`src/hw/rtl/i2cms_pkg.sv`:
```
// ----------------------------------------------------------------------------
// i2cms_pkg
// Types and codes shared by the I2C master interrupt sequencer modules.
// ----------------------------------------------------------------------------
package i2cms_pkg;

    // Operation codes of an input word.
    localparam logic [1:0] OP_START_TX = 2'd0;
    localparam logic [1:0] OP_START_RX = 2'd1;
    localparam logic [1:0] OP_EVENT    = 2'd2;
    localparam logic [1:0] OP_ERROR    = 2'd3;

    // Status codes.
    localparam logic [1:0] STATUS_GOOD      = 2'd0;
    localparam logic [1:0] STATUS_PARAM_ERR = 2'd1;
    localparam logic [1:0] STATUS_IN_USE    = 2'd2;

    // Transfer modes.
    localparam logic [1:0] MODE_READY = 2'd0;
    localparam logic [1:0] MODE_TX    = 2'd1;
    localparam logic [1:0] MODE_RX    = 2'd2;

    // Completion codes.
    localparam logic [1:0] DONE_NONE = 2'd0;
    localparam logic [1:0] DONE_TX   = 2'd1;
    localparam logic [1:0] DONE_RX   = 2'd2;

    // ACK level after reset.
    localparam logic ACK_DEFAULT_RESET = 1'b1;

    typedef struct packed {
        logic [1:0]  operation;
        logic [15:0] length;
        logic        repeated_start;
        logic        flag_addr;
        logic        flag_txe;
        logic        flag_rxne;
        logic        flag_btf;
        logic [4:0]  error_flags;
        logic [7:0]  tx_byte;
        logic [7:0]  rx_byte_first;
        logic [7:0]  rx_byte_second;
        logic [7:0]  rx_byte_third;
    } cmd_t;

    typedef struct packed {
        logic [1:0] status;
        logic       start_issued;
        logic       addr_cleared;
        logic       tx_write;
        logic [7:0] tx_byte_out;
        logic [1:0] rx_taken;
        logic       stop_issued;
        logic       ack_level;
        logic       pos_level;
        logic [1:0] done_event;
        logic [4:0] error_report;
    } rsp_t;

    typedef struct packed {
        logic ack_default;
    } cfg_t;

    // Pipeline control handed from the input stage to the core and result stage.
    typedef struct packed {
        logic valid;
        logic advance;
    } pipe_ctrl_t;

endpackage

```
`src/hw/rtl/i2cms_cmd_if.sv`:
```
// ----------------------------------------------------------------------------
// i2cms_cmd_if
// Valid/ready channel carrying request and event words into the sequencer.
// ----------------------------------------------------------------------------
interface i2cms_cmd_if;
    logic              valid;
    logic              ready;
    i2cms_pkg::cmd_t   data;

    modport source (output valid, output data, input ready);
    modport sink   (input valid, input data, output ready);
endinterface

```
`src/hw/rtl/i2cms_rsp_if.sv`:
```
// ----------------------------------------------------------------------------
// i2cms_rsp_if
// Valid/ready channel carrying result words out of the sequencer.
// ----------------------------------------------------------------------------
interface i2cms_rsp_if;
    logic              valid;
    logic              ready;
    i2cms_pkg::rsp_t   data;

    modport source (output valid, output data, input ready);
    modport sink   (input valid, input data, output ready);
endinterface

```
`src/hw/rtl/i2cms_cfg_if.sv`:
```
// ----------------------------------------------------------------------------
// i2cms_cfg_if
// Valid/ready write channel for the ACK default register.
// ----------------------------------------------------------------------------
interface i2cms_cfg_if;
    logic              valid;
    logic              ready;
    i2cms_pkg::cfg_t   data;

    modport source (output valid, output data, input ready);
    modport sink   (input valid, input data, output ready);
endinterface

```
`src/hw/rtl/i2cms_input_stage.sv`:
```
// ----------------------------------------------------------------------------
// i2cms_input_stage
// Input register: captures one word and holds it until the pipeline advances.
// ----------------------------------------------------------------------------
module i2cms_input_stage (
    input  logic                    clk,
    input  logic                    rst_n,
    i2cms_cmd_if.sink               cmd,
    input  logic                    advance,
    output i2cms_pkg::pipe_ctrl_t   ctrl,
    output i2cms_pkg::cmd_t         item
);

    logic              valid_reg;
    logic              valid_next;
    i2cms_pkg::cmd_t   item_reg;

    // A held word leaves when the result stage can take its result.
    assign cmd.ready  = !valid_reg || advance;
    assign valid_next = cmd.valid ? 1'b1 : (valid_reg && !advance);

    always_ff @(posedge clk or negedge rst_n)
    begin
        if (!rst_n)
        begin
            valid_reg <= 1'b0;
        end
        else if (cmd.ready)
        begin
            valid_reg <= valid_next;
        end
    end

    always_ff @(posedge clk)
    begin
        if (cmd.valid && cmd.ready)
        begin
            item_reg <= cmd.data;
        end
    end

    assign ctrl.valid   = valid_reg;
    assign ctrl.advance = advance;
    assign item         = item_reg;

endmodule

```
`src/hw/rtl/i2cms_core.sv`:
```
// ----------------------------------------------------------------------------
// i2cms_core
// Transfer state and the per-word decode that updates it and forms the result.
// ----------------------------------------------------------------------------
module i2cms_core #(
    parameter int LEN_WIDTH = 16
) (
    input  logic                    clk,
    input  logic                    rst_n,
    i2cms_cfg_if.sink               cfg,
    input  i2cms_pkg::pipe_ctrl_t   ctrl,
    input  i2cms_pkg::cmd_t         item,
    output i2cms_pkg::rsp_t         result
);

    logic                  ack_default_reg;
    logic [1:0]            mode_reg;
    logic [1:0]            mode_next;
    logic [LEN_WIDTH-1:0]  left_reg;
    logic [LEN_WIDTH-1:0]  left_next;
    logic                  no_stop_reg;
    logic                  no_stop_next;
    logic                  ack_reg;
    logic                  ack_next;
    logic                  pos_reg;
    logic                  pos_next;
    logic                  err_en_reg;
    logic                  err_en_next;

    logic [LEN_WIDTH+15:0] len_ext;
    logic [LEN_WIDTH-1:0]  len;
    logic                  busy;
    logic                  fire;

    assign fire    = ctrl.valid && ctrl.advance;
    assign len_ext = {{LEN_WIDTH{1'b0}}, item.length};
    assign len     = len_ext[LEN_WIDTH-1:0];
    assign busy    = (mode_reg == i2cms_pkg::MODE_TX) || (mode_reg == i2cms_pkg::MODE_RX);

    assign cfg.ready = 1'b1;

    always_comb
    begin
        mode_next    = mode_reg;
        left_next    = left_reg;
        no_stop_next = no_stop_reg;
        ack_next     = ack_reg;
        pos_next     = pos_reg;
        err_en_next  = err_en_reg;
        result       = '0;

        priority if (item.operation == i2cms_pkg::OP_START_TX ||
                     item.operation == i2cms_pkg::OP_START_RX)
        begin
            priority if (len == '0)
            begin
                result.status = i2cms_pkg::STATUS_PARAM_ERR;
            end
            else if (busy)
            begin
                result.status = i2cms_pkg::STATUS_IN_USE;
            end
            else
            begin
                left_next    = len;
                no_stop_next = item.repeated_start;
                err_en_next  = 1'b1;
                result.start_issued = 1'b1;
                if (item.operation == i2cms_pkg::OP_START_TX)
                begin
                    mode_next = i2cms_pkg::MODE_TX;
                end
                else
                begin
                    mode_next = i2cms_pkg::MODE_RX;
                    pos_next  = 1'b0;
                end
            end
        end
        else if (item.operation == i2cms_pkg::OP_EVENT)
        begin
            if (mode_reg == i2cms_pkg::MODE_TX)
            begin
                result.addr_cleared = item.flag_addr;
                if (item.flag_txe && left_reg != '0)
                begin
                    result.tx_write    = 1'b1;
                    result.tx_byte_out = item.tx_byte;
                    left_next          = left_reg - LEN_WIDTH'(1);
                end
                if (left_next == '0 && item.flag_btf)
                begin
                    result.stop_issued = !no_stop_reg;
                    result.done_event  = i2cms_pkg::DONE_TX;
                    mode_next          = i2cms_pkg::MODE_READY;
                end
            end
            else if (mode_reg == i2cms_pkg::MODE_RX)
            begin
                if (item.flag_addr)
                begin
                    result.addr_cleared = 1'b1;
                    priority if (left_reg == LEN_WIDTH'(1))
                    begin
                        ack_next           = 1'b0;
                        result.stop_issued = !no_stop_reg;
                    end
                    else if (left_reg == LEN_WIDTH'(2))
                    begin
                        pos_next = 1'b1;
                        ack_next = 1'b0;
                    end
                    else
                    begin
                        ack_next = 1'b1;
                    end
                end
                if (item.flag_rxne && left_reg != '0)
                begin
                    result.rx_taken = 2'd1;
                    left_next       = left_reg - LEN_WIDTH'(1);
                    if (left_next == '0)
                    begin
                        mode_next         = i2cms_pkg::MODE_READY;
                        result.done_event = i2cms_pkg::DONE_RX;
                        if (ack_default_reg)
                        begin
                            ack_next = 1'b1;
                        end
                    end
                end
                // Two bytes wait in the shift and data registers: read both at once.
                if (item.flag_btf && mode_next == i2cms_pkg::MODE_RX &&
                    left_next == LEN_WIDTH'(2))
                begin
                    if (!no_stop_reg)
                    begin
                        result.stop_issued = 1'b1;
                    end
                    result.rx_taken   = result.rx_taken + 2'd2;
                    result.done_event = i2cms_pkg::DONE_RX;
                    pos_next          = 1'b0;
                    mode_next         = i2cms_pkg::MODE_READY;
                    left_next         = '0;
                    if (ack_default_reg)
                    begin
                        ack_next = 1'b1;
                    end
                end
            end
        end
        else
        begin
            if (err_en_reg)
            begin
                result.error_report = item.error_flags;
            end
        end

        result.ack_level = ack_next;
        result.pos_level = pos_next;
    end

    always_ff @(posedge clk or negedge rst_n)
    begin
        if (!rst_n)
        begin
            ack_default_reg <= i2cms_pkg::ACK_DEFAULT_RESET;
        end
        else if (cfg.valid && cfg.ready)
        begin
            ack_default_reg <= cfg.data.ack_default;
        end
    end

    always_ff @(posedge clk or negedge rst_n)
    begin
        if (!rst_n)
        begin
            mode_reg    <= i2cms_pkg::MODE_READY;
            left_reg    <= '0;
            no_stop_reg <= 1'b0;
            ack_reg     <= i2cms_pkg::ACK_DEFAULT_RESET;
            pos_reg     <= 1'b0;
            err_en_reg  <= 1'b0;
        end
        else if (fire)
        begin
            mode_reg    <= mode_next;
            left_reg    <= left_next;
            no_stop_reg <= no_stop_next;
            ack_reg     <= ack_next;
            pos_reg     <= pos_next;
            err_en_reg  <= err_en_next;
        end
    end

endmodule

```
`src/hw/rtl/i2cms_output_stage.sv`:
```
// ----------------------------------------------------------------------------
// i2cms_output_stage
// Result register: holds one result word until the downstream side takes it.
// ----------------------------------------------------------------------------
module i2cms_output_stage (
    input  logic                    clk,
    input  logic                    rst_n,
    input  i2cms_pkg::pipe_ctrl_t   ctrl,
    input  i2cms_pkg::rsp_t         result,
    output logic                    advance,
    i2cms_rsp_if.source             rsp
);

    logic              valid_reg;
    i2cms_pkg::rsp_t   data_reg;

    // The register is free when empty or when its word is taken this cycle.
    assign advance = !valid_reg || rsp.ready;

    always_ff @(posedge clk or negedge rst_n)
    begin
        if (!rst_n)
        begin
            valid_reg <= 1'b0;
        end
        else if (advance)
        begin
            valid_reg <= ctrl.valid;
        end
    end

    always_ff @(posedge clk)
    begin
        if (advance && ctrl.valid)
        begin
            data_reg <= result;
        end
    end

    assign rsp.valid = valid_reg;
    assign rsp.data  = data_reg;

endmodule

```
`src/hw/rtl/i2c_master_interrupt_sequencer.sv`:
```
// ----------------------------------------------------------------------------
// i2c_master_interrupt_sequencer
// Interrupt-driven I2C master transfer sequencer with one result per word.
// ----------------------------------------------------------------------------
// Each word on cmd (a start-transmit or start-receive request, an event
// snapshot or an error snapshot) yields exactly one result word on rsp. A word
// is registered on entry, decoded against the transfer state and its result
// registered, so the block takes one word per clock while rsp is not stalled;
// each result word waits in the result register until rsp takes it. The rate is
// set by the single decode stage between the input and result registers; a
// stalled rsp holds the pipeline. The ACK default register on cfg is always
// ready and should be written only while no word is in flight.
// ----------------------------------------------------------------------------
module i2c_master_interrupt_sequencer #(
    parameter int LEN_WIDTH = 16
) (
    input  logic         clk,
    input  logic         rst_n,
    i2cms_cmd_if.sink    cmd,
    i2cms_rsp_if.source  rsp,
    i2cms_cfg_if.sink    cfg
);

    i2cms_pkg::pipe_ctrl_t  ctrl;
    i2cms_pkg::cmd_t        item;
    i2cms_pkg::rsp_t        result;
    logic                   advance;

    i2cms_input_stage u_input_stage (
        .clk     (clk),
        .rst_n   (rst_n),
        .cmd     (cmd),
        .advance (advance),
        .ctrl    (ctrl),
        .item    (item)
    );

    i2cms_core #(
        .LEN_WIDTH (LEN_WIDTH)
    ) u_core (
        .clk    (clk),
        .rst_n  (rst_n),
        .cfg    (cfg),
        .ctrl   (ctrl),
        .item   (item),
        .result (result)
    );

    i2cms_output_stage u_output_stage (
        .clk     (clk),
        .rst_n   (rst_n),
        .ctrl    (ctrl),
        .result  (result),
        .advance (advance),
        .rsp     (rsp)
    );

endmodule

```
`src/flat_wrapper.sv`:
```
// flat-port wrapper written by rule: the top's interface ports become plain ports
module i2c_master_interrupt_sequencer_flat 
#(
    parameter int LEN_WIDTH = 16
)
  (clk, rst_n, cmd_valid, cmd_data, cmd_ready, rsp_valid, rsp_data, rsp_ready, cfg_valid, cfg_data, cfg_ready);
  i2cms_cmd_if cmd_i ();
  i2cms_rsp_if rsp_i ();
  i2cms_cfg_if cfg_i ();
  input  logic clk;
  input  logic rst_n;
  input wire logic [$bits(cmd_i.valid)-1:0] cmd_valid;
  input wire logic [$bits(cmd_i.data)-1:0] cmd_data;
  output wire logic [$bits(cmd_i.ready)-1:0] cmd_ready;
  output wire logic [$bits(rsp_i.valid)-1:0] rsp_valid;
  output wire logic [$bits(rsp_i.data)-1:0] rsp_data;
  input wire logic [$bits(rsp_i.ready)-1:0] rsp_ready;
  input wire logic [$bits(cfg_i.valid)-1:0] cfg_valid;
  input wire logic [$bits(cfg_i.data)-1:0] cfg_data;
  output wire logic [$bits(cfg_i.ready)-1:0] cfg_ready;
  assign cmd_i.valid = cmd_valid;
  assign cmd_i.data = cmd_data;
  assign cmd_ready = cmd_i.ready;
  assign rsp_valid = rsp_i.valid;
  assign rsp_data = rsp_i.data;
  assign rsp_i.ready = rsp_ready;
  assign cfg_i.valid = cfg_valid;
  assign cfg_i.data = cfg_data;
  assign cfg_ready = cfg_i.ready;
  i2c_master_interrupt_sequencer #(.LEN_WIDTH(LEN_WIDTH)) u_core (.clk(clk), .rst_n(rst_n), .cmd(cmd_i), .rsp(rsp_i), .cfg(cfg_i));
endmodule
```
`config.mk`:
```
export PLATFORM = sky130hd
export DESIGN_NAME = i2c_master_interrupt_sequencer_flat
export DESIGN_NICKNAME = d
export VERILOG_FILES = /design/src/hw/rtl/i2cms_pkg.sv /design/src/hw/rtl/i2cms_cmd_if.sv /design/src/hw/rtl/i2cms_rsp_if.sv /design/src/hw/rtl/i2cms_cfg_if.sv /design/src/hw/rtl/i2cms_input_stage.sv /design/src/hw/rtl/i2cms_core.sv /design/src/hw/rtl/i2cms_output_stage.sv /design/src/hw/rtl/i2c_master_interrupt_sequencer.sv /design/src/flat_wrapper.sv
export SDC_FILE = /design/constraint.sdc
export NUM_CORES = 1
export LEC_CHECK = 0
export ABC_CLOCK_PERIOD_IN_PS = 3950
export BUFFER_PORTS_ARGS = -buffer_cell sky130_fd_sc_hd__buf_2
export CORE_ASPECT_RATIO = 1.2
export CORE_MARGIN = 3
export CORE_UTILIZATION = 55
export DETAILED_ROUTE_END_ITERATION = 6
export GPL_ROUTABILITY_DRIVEN = 1
export GPL_TIMING_DRIVEN = 0
export HOLD_SLACK_MARGIN = 0.05
export PLACE_DENSITY = 0.78
export SLEW_MARGIN = 20
export SYNTH_ARGS = -nofsm -noshare
export SYNTH_HDL_FRONTEND = slang
export SYNTH_HIERARCHICAL = 1
export SYNTH_SLANG_ARGS = --single-unit
```
`constraint.sdc`:
```
create_clock -name clk -period 3.95 [get_ports clk]
set_input_delay 0.5925 -clock clk [delete_from_list [all_inputs] [get_ports clk]]
set_output_delay 0.5925 -clock clk [all_outputs]
set_load 0.02 [all_outputs]
```
==> results.json, run 1 <==
{
  "run_status": "completed",
  "grt_max_degree": 37,
  "pwr-share-comb_pct": 38.8,
  "dp_hpwl_mm": 9.62,
  "clock_tree.root_cell": "sky130_fd_sc_hd__clkbuf_8",
  "crit_required_ns": 4.08,
  "route.detailed.drc": 0,
  "maxClockFrequency_ghz": 0.261,
  "pwr_density_cell_mw_per_mm2": 552,
  "worst_path_largest_cell_delay_ns": 0.59,
  "intPower_mw": 1.74,
  "syn2layout_area_growth_pct": 15.1,
  "max_cap_violations": 0,
  "crit_fanout": 6,
  "num_vias": 4035,
  "place_ws_ns": -0.396,
  "crit_chain": "inv_2, ha_1, or3b_1, clkbuf_1, o41ai_4, nor4_1, or4_4, a2111oi_4, nand4b_4, nor2_2, nor2_1, buf_4",
  "worst_path_dominant_cell_family": "simple AND/OR/NAND/NOR gates",
  "place_area_mm2": 0.00516,
  "portBuffers": 68,
  "power.sequential.fraction_pct": 41.9,
  "cts-htree-levels": 3,
  "yosys_warning_count": 6,
  "worst_ir_drop_vdd_uv": 355,
  "grt_remaining_overflow": 0,
  "netlist_instances": 446,
  "antenna_cells": 0,
  "final-max-slew-violation-count": 0,
  "grt_pass1_wl_mm": 20.1,
  "setup_tns_ns": 0,
  "track_usage_pct": 27.5,
  "post_synth.cell_area_avg_um2": 10.5,
  "final_hold_viol_count": 0,
  "setup_repair_after_global_routing_missed_its_margin": "no",
  "final_skew_ns": 0.0128,
  "initial_antenna_violation_count": 0,
  "fraction_of_final_layout_cells_sized_beyond_drive_strength_1_pct": 23.4,
  "worst_slack_ns": 0.125,
  "shortest_period_the_worst_path_allows_ns": 3.82,
  "p_leak_nw": 2.03,
  "number_of_flip_flops_in_the_largest_register": 36,
  "core_area_mm2": 0.00820,
  "min_path_type": "input port to async pin",
  "worst_setup_path_start_kind": "flip-flop",
  "routedWlPerCell_um": 20.3,
  "firstDrtPassIters": 5,
  "die_height_um": 107,
  "worst_setup_hold_path_clk_slew_ns": 0.09,
  "setup.worst_path.end_class": "flip-flop",
  "sw_frac_of_total_pct": 41.3,
  "finalWeightedCongestion": 1.01,
  "setup.worst_path.class": "flip-flop to flip-flop",
  "grt_pass1_vias": 3810,
  "design.die.area_mm2": 0.00964,
  "net-switching-power_mw": 1.23,
  "critPathArrivalTime_ns": 3.96,
  "finish.instance_area_mm2": 0.00538,
  "cp_slowest_cell": "sky130_fd_sc_hd__or4_4",
  "clk_latency_worst_skew_pair_ns": 0.36,
  "cts_buf_count": 9,
  "worst_pin_slew_ns": 0.858,
  "postRouteAntennaNets": 0,
  "syn_nets": 520,
  "cp.buffers_inverters": 3,
  "cts_tree": "yes",
  "maxSlewHeadroom_pct": 42.3,
  "clkSinkCount": 86,
  "period_share_pct": 96.8,
  "initial_util_pct": 57.0,
  "pin_count": 94,
  "placement_rows": 36,
  "report.final.setup_viol": 0,
  "nNetsFinal": 599,
  "netlist_area_mm2": 0.00467,
  "cts-root-to-sink-buffers": 2,
  "clkPwrFrac_pct": 19.2,
  "detail_route.iter0.violations": 414,
  "vias_per_cell": 6.27,
  "routed_wl_mm": 13.1,
  "floorplan.die.width_um": 90.1,
  "report.power.total_mw": 2.97
}
==> placed cells by master (no fill, tap or decap), drive strengths merged, types with 3 or more instances in the layout <==
| master | instances |
|---|---|
| clkbuf | 34 |
| a21oi | 24 |
| o211ai | 3 |
| o2bb2ai | 4 |
| buf | 80 |
| clkinv | 3 |
| o22ai | 8 |
| inv | 17 |
| a22oi | 3 |
| and3 | 3 |
| nand4 | 9 |
| xnor2 | 6 |
| a211o | 3 |
| nand2b | 8 |
| nor3b | 3 |
| dfrtp | 23 |
| nand2 | 30 |
| or4 | 7 |
| or2 | 3 |
| edfxtp | 61 |
| nand3 | 11 |
| nor2 | 35 |
| nor3 | 21 |
| o21ai | 28 |
| or3 | 6 |
| a31oi | 8 |
| nor4 | 16 |
| nor4b | 4 |
| and2 | 16 |
| ha | 8 |
==> area by class of cell <==
type / count / area (um^2)
clock buffer: 9 / 124
timing repair buffer: 69 / 348
sequential: 86 / 2460
fill: 664 / 2820
multi-input combinational: 308 / 2010
buffer: 36 / 176
tap: 114 / 143
clock inverter: 7 / 56.3
inverter: 15 / 56.3
==> routing by layer <==
metal | vias to the layer above | share of wire (%) | global-route usage (%)
met5 | - | 0 | 0
met4 | 0 | 4.4 | 13.8
met3 | 44 | 8.7 | 5.82
met2 | 266 | 45 | 42.9
met1 | 1888 | 42 | 36.6
li1 | 1837 | - | -
==> power by group through the flow <==
stage	Clock, mW	Combinational [mW]	Sequential, mW
after global placement	0	1.10	1.24
final	0.571	1.15	1.24
after detailed placement	0	1.12	1.24
after global routing	0.620	1.25	1.26
after CTS	0.583	1.11	1.23
after floorplan	0	0.768	1.24
==> timing repair <==
action,4_1_cts,5_1_grt
setup buffers,1,0
pin swaps,1,1
hold buffers,0,0
resized for setup,4,3
setup endpoints to repair,21,3
==> path summary, 6_finish.rpt <==
kind / endpoint / slack (ns) / start / cells past startpoint
worst min-delay path: u_core/u_core/pos_reg / 0.25 / rst_n / 1
worst min register to register: u_core/u_core/err_en_reg / 0.48 / u_core/u_core/err_en_reg / 1
max in group asynchronous: u_core/u_core/left_reg[0] / 3.23 / rst_n / 1
worst max-delay path: u_core/u_output_stage/rsp.data[7] / 0.13 / u_core/u_core/left_reg[1] / 12
min in group clk: u_core/u_input_stage/item[38] / 0.40 / cmd_data[38] / 1
worst max register to register: u_core/u_output_stage/rsp.data[7] / 0.13 / u_core/u_core/left_reg[1] / 12
==> through the flow <==
step                      hold slack (ns)  utilization (%)  cells
final                               0.250             65.6    644
after global routing                0.275             65.6    644
after CTS                           0.246             65.4    644
after detailed placement            0.453             62.9    628
after global placement              0.450             62.9    628
after floorplan                     0.297                -    446
Note: power is estimated with default switching activity, not from simulation.
==> run 2: changes to the inputs <==
--- a/config.mk
+++ b/config.mk
@@ -14,7 +14,7 @@
 export GPL_ROUTABILITY_DRIVEN = 1
 export GPL_TIMING_DRIVEN = 0
 export HOLD_SLACK_MARGIN = 0.05
-export PLACE_DENSITY = 0.78
+export PLACE_DENSITY = 0.9
 export SLEW_MARGIN = 20
 export SYNTH_ARGS = -nofsm -noshare
 export SYNTH_HDL_FRONTEND = slang
==> results.json, run 2 (synthesis gave the netlist of run 1 again) <==
{
  "run_status": "completed",
  "clkSinkCount": 86,
  "postLayoutCoreUtil_pct": 65.8,
  "worst_setup_hold_path_clk_slew_ns": 0.10,
  "num_vias": 4062,
  "postCtsHoldBufs": 0,
  "dp_hpwl_mm": 9.66,
  "grt_pass1_vias": 3774,
  "number_of_flip_flops_in_the_largest_register": 36,
  "nNetsFinal": 599,
  "initial_util_pct": 57.0,
  "pwr_density_cell_mw_per_mm2": 554,
  "fraction_of_final_layout_cells_sized_beyond_drive_strength_1_pct": 23.2,
  "routedWlPerCell_um": 20.1,
  "maxClockFrequency_ghz": 0.263,
  "shortest_period_the_worst_path_allows_ns": 3.80,
  "worst_slack_ns": 0.148,
  "worst_ir_drop_vdd_uv": 457,
  "place_area_mm2": 0.00517,
  "r2r_slack_ns": 0.15,
  "crit_chain": "inv_1, ha_1, or3b_1, clkbuf_1, o41ai_4, nor4_1, or4_4, a2111oi_4, nand4b_4, nor2_2, nor2_1, buf_4",
  "route.detailed.drc": 0,
  "cts_tree": "yes",
  "cp.buffers_inverters": 3,
  "postRouteAntennaNets": 0,
  "setup.worst_path.class": "flip-flop to flip-flop",
  "report.final.setup_viol": 0,
  "setup.worst_path.end_class": "flip-flop",
  "floorplan.die.width_um": 90.1,
  "core_area_mm2": 0.00820,
  "worst_path_dominant_cell_family": "simple AND/OR/NAND/NOR gates",
  "final_skew_ns": 0.0179,
  "routed_wl_mm": 12.9,
  "min_path_type": "input port to async pin",
  "portBuffers": 68,
  "final_worst_hold_slack_ns": 0.244,
  "syn2layout_area_growth_pct": 15.6,
  "cts-root-to-sink-buffers": 2,
  "firstDrtPassIters": 6,
  "crit_required_ns": 4.09,
  "crit_fanout": 6,
  "post-place-cells": 628,
  "setup_tns_ns": 0,
  "grt_remaining_overflow": 0,
  "p_leak_nw": 2.03,
  "critPathArrivalTime_ns": 3.94,
  "place_ws_ns": -0.126,
  "maxSlewHeadroom_pct": 44.3,
  "cts_buf_count": 9,
  "cp_slowest_cell": "sky130_fd_sc_hd__or4_4",
  "placement_rows": 36,
  "mostFrequentLayoutCell": "sky130_fd_sc_hd__buf_2",
  "ff2ff_path_depth": 12,
  "detail_route.iter0.violations": 658,
  "antenna_cells": 0,
  "stdcell_count": 644,
  "rr_startpoint": "u_core/u_core/left_reg[1]",
  "die_height_um": 107,
  "report.power.total_mw": 2.99,
  "max_cap_violations": 0,
  "pin_count": 94,
  "initial_antenna_violation_count": 0,
  "final_cell_mix": "70 x sky130_fd_sc_hd__buf_2, 61 x sky130_fd_sc_hd__edfxtp_1, 33 x sky130_fd_sc_hd__nor2_1, 29 x sky130_fd_sc_hd__nand2_1",
  "clock_tree.root_cell": "sky130_fd_sc_hd__clkbuf_8",
  "worst_setup_path_start_kind": "flip-flop",
  "track_usage_pct": 27.5,
  "grt_max_degree": 37,
  "rr_endpoint": "u_core/u_output_stage/rsp.data[7]",
  "cts-htree-levels": 3,
  "final_hold_viol_count": 0,
  "clk_latency_worst_skew_pair_ns": 0.37,
  "finish.instance_area_mm2": 0.00540,
  "vias_per_cell": 6.31,
  "period_share_pct": 96.3,
  "final-max-slew-violation-count": 0,
  "grt_pass1_wl_mm": 20.2,
  "worst_pin_slew_ns": 0.828,
  "worst_path_largest_cell_delay_ns": 0.59,
  "finalWeightedCongestion": 1.07,
  "design.die.area_mm2": 0.00964
}
## run 2: how the worst max path moves through the flow
stage,from,to,cells past startpoint
finish,u_core/u_core/left_reg[1],u_core/u_output_stage/rsp.data[7],12
CTS,u_core/u_core/left_reg[0],u_core/u_output_stage/rsp.data[7],13
global placement,u_core/u_core/left_reg[0],u_core/u_output_stage/rsp.data[9],12
global route,u_core/u_core/left_reg[1],u_core/u_output_stage/rsp.data[7],12
detailed placement,u_core/u_core/left_reg[0],u_core/u_output_stage/rsp.data[7],13
floorplan,u_core/u_core/left_reg[0],u_core/u_output_stage/rsp.data[7],13
## run 2: routing by layer
| metal | share of wire, % | up-vias | track usage [%] | wire length, um |
|---|---|---|---|---|
| met1 | 39 | 1897 | 36.9 | 5020 |
| li1 | - | 1842 | - | - |
| met5 | 0 | - | 0 | 0 |
| met2 | 46 | 271 | 42.7 | 5970 |
| met3 | 10 | 52 | 4.98 | 1300 |
| met4 | 5.1 | 0 | 14.8 | 663 |
## run 2: report_power, final
part / leakage, nW / internal [mW] / switching (mW)
Sequential: 0.876 / 1.12 / 0.121
Clock: 0.0970 / 0.248 / 0.346
Combinational: 1.06 / 0.388 / 0.770
Total: 2.03 / 1.76 / 1.24
## run 2: repair_timing
action,4_1_cts,5_1_grt
gates cloned,0,0
pin swaps,1,0
gates resized for setup,2,4
buffers inserted,1,0
setup endpoints to repair,3,17
## run 2: cell type report
class | instances | area, um^2
clock inverters | 7 | 72.6
inverters | 15 | 56.3
repair buffers | 69 | 348
well taps | 114 | 143
fillers | 661 | 2800
plain buffers | 36 | 176
clock buffers | 9 | 124
multi-input cells | 308 | 2020
flip-flops and latches | 86 | 2460
==> run 3: changes to the inputs <==
--- a/config.mk
+++ b/config.mk
@@ -5,6 +5,7 @@
 export SDC_FILE = /design/constraint.sdc
 export NUM_CORES = 1
 export LEC_CHECK = 0
+export ABC_AREA = 1
 export ABC_CLOCK_PERIOD_IN_PS = 3950
 export BUFFER_PORTS_ARGS = -buffer_cell sky130_fd_sc_hd__buf_2
 export CORE_ASPECT_RATIO = 1.2
@@ -13,8 +14,8 @@
 export DETAILED_ROUTE_END_ITERATION = 6
 export GPL_ROUTABILITY_DRIVEN = 1
 export GPL_TIMING_DRIVEN = 0
-export HOLD_SLACK_MARGIN = 0.05
-export PLACE_DENSITY = 0.9
+export HOLD_SLACK_MARGIN = 0.15
+export PLACE_DENSITY = 0.89
 export SLEW_MARGIN = 20
 export SYNTH_ARGS = -nofsm -noshare
 export SYNTH_HDL_FRONTEND = slang
==> results.json, run 3 <==
{
  "floorplan.die.width_um": 91,
  "netlist_instances": 553,
  "final_skew_ns": 0.0120,
  "detail_route.iter0.violations": 430,
  "setup.worst_path.class": "flip-flop to flip-flop",
  "fraction_of_final_layout_cells_sized_beyond_drive_strength_1_pct": 19.6,
  "worst_setup_hold_path_clk_slew_ns": 0.10,
  "period_share_pct": 82.9,
  "crit_required_ns": 4.16,
  "run_status": "completed",
  "grt_remaining_overflow": 0,
  "worst_ir_drop_vdd_uv": 349,
  "syn2layout_area_growth_pct": 15.2,
  "rr_startpoint": "u_core/u_core/left_reg[0]",
  "cts-root-to-sink-buffers": 2,
  "pwr_density_cell_mw_per_mm2": 555,
  "cp_slowest_cell": "sky130_fd_sc_hd__a2111oi_0",
  "grt_pass1_wl_mm": 21.1,
  "track_usage_pct": 28.0,
  "route.detailed.drc": 0,
  "placement_rows": 36,
  "min_path_type": "input port to async pin",
  "core_area_mm2": 0.00829,
  "number_of_flip_flops_in_the_largest_register": 36,
  "postCtsHoldBufs": 0,
  "setup_repair_after_global_routing_missed_its_margin": "no",
  "design.die.area_mm2": 0.00983,
  "initial_util_pct": 57.5,
  "clkSinkCount": 86,
  "shortest_period_the_worst_path_allows_ns": 3.27,
  "critPathArrivalTime_ns": 3.48,
  "layout.filler_cells": 690,
  "cts-resized-gates": 0,
  "setup.worst_path.end_class": "flip-flop",
  "routed_wl_mm": 13.2,
  "worst_path_largest_cell_delay_ns": 0.86,
  "cts-htree-levels": 3,
  "cts_tree": "yes",
  "report.final.setup_viol": 0,
  "firstDrtPassIters": 5,
  "final_hold_viol_count": 0,
  "initial_antenna_violation_count": 0,
  "ff2ff_path_depth": 11,
  "grt_pass1_vias": 4242,
  "pin_count": 94,
  "vias_per_cell": 5.71,
  "finalWeightedCongestion": 0.983,
  "maxSlewHeadroom_pct": 32.3,
  "netlist_area_mm2": 0.00477,
  "crit_chain": "inv_2, ha_1, nand2_4, nor2_8, nand2_8, nand2_4, inv_2, o21ai_0, nor2_1, a2111oi_0, a21oi_1",
  "final_worst_hold_slack_ns": 0.253,
  "num_vias": 4291,
  "max_cap_violations": 0,
  "post_synth.cell_area_avg_um2": 8.62,
  "grt_max_degree": 26,
  "yosys_warning_count": 6,
  "worst_slack_ns": 0.677,
  "nNetsFinal": 707,
  "final_cell_mix": "120 x sky130_fd_sc_hd__nand2_1, 74 x sky130_fd_sc_hd__nor2_1, 71 x sky130_fd_sc_hd__inv_1, 69 x sky130_fd_sc_hd__buf_2, 61 x sky130_fd_sc_hd__edfxtp_1",
  "dp_hpwl_mm": 10.1,
  "final-max-slew-violation-count": 0,
  "worst_pin_slew_ns": 0.989,
  "cts_buf_count": 9,
  "p_leak_nw": 2.47,
  "place_ws_ns": 0.898,
  "maxClockFrequency_ghz": 0.306,
  "clock_tree.root_cell": "sky130_fd_sc_hd__clkbuf_8",
  "postLayoutCoreUtil_pct": 66.3,
  "syn_nets": 627,
  "routedWlPerCell_um": 17.6,
  "post_cts.repair.setup_buffers": 0,
  "report.power.total_mw": 3.05,
  "portBuffers": 68,
  "clk_latency_worst_skew_pair_ns": 0.36,
  "die_height_um": 108,
  "worst_setup_path_startpoint": "u_core/u_core/left_reg[0]",
  "postRouteAntennaNets": 0,
  "mostFrequentLayoutCell": "sky130_fd_sc_hd__nand2_1",
  "crit_fanout": 10,
  "antenna_cells": 0,
  "setup_tns_ns": 0,
  "worst_setup_path_start_kind": "flip-flop"
}
-- run 3: area by class of cell --
class	instances	area, um^2	share of cell area (%)
multi-input combinational	373	1920	35.0
inverter	75	282	5.13
sequential	86	2460	44.8
clock inverter	7	66.3	1.21
buffer	19	126	2.30
clock buffer	9	124	2.26
tap	114	143	2.60
timing repair buffer	69	368	6.70
-- run 3: path summary, 6_finish.rpt --
kind,endpoint,slack [ns]
worst max-delay path,u_core/u_core/left_reg[5],0.68
worst max register to register,u_core/u_core/left_reg[5],0.68
min in group clk,u_core/u_input_stage/item[25],0.40
worst min register to register,u_core/u_core/ack_reg,0.47
max in group asynchronous,u_core/u_core/left_reg[15],3.25
worst min-delay path,u_core/u_output_stage/rsp.valid,0.25
-- run 3: routing by layer --
layer / up-vias / GRT usage [%] / part of all wire [%]
met5: - / 0 / 0
met3: 44 / 4.52 / 8.4
met4: 0 / 13.0 / 3.9
met2: 252 / 48.4 / 49
met1: 1995 / 34.5 / 38
li1: 2000 / - / -
-- run 3: worst max-delay path: cells and delay by family, from the launching register on --
family,cells,cell delay [ns]
and+or+nand+nor,5,0.60
buffers and inverters,2,0.26
AOI/OAI and AO/OA,3,1.42
adders and majority gates,1,0.34
DFF,1,0.49
-- run 3: through the flow --
| step | cell area, um^2 | cells |
|---|---|---|
| after global placement | 5250 | 735 |
| after CTS | 5490 | 752 |
| final | 5490 | 752 |
| after detailed placement | 5300 | 736 |
| after floorplan | 4770 | 553 |
| after global routing | 5490 | 752 |
-- run 3: report_power, final --
group | total [mW] | leakage [nW] | switching, mW | internal, mW
Sequential | 1.30 | 0.868 | 0.163 | 1.14
Combinational | 1.15 | 1.51 | 0.795 | 0.358
Clock | 0.594 | 0.0896 | 0.353 | 0.241
Total | 3.05 | 2.47 | 1.31 | 1.74
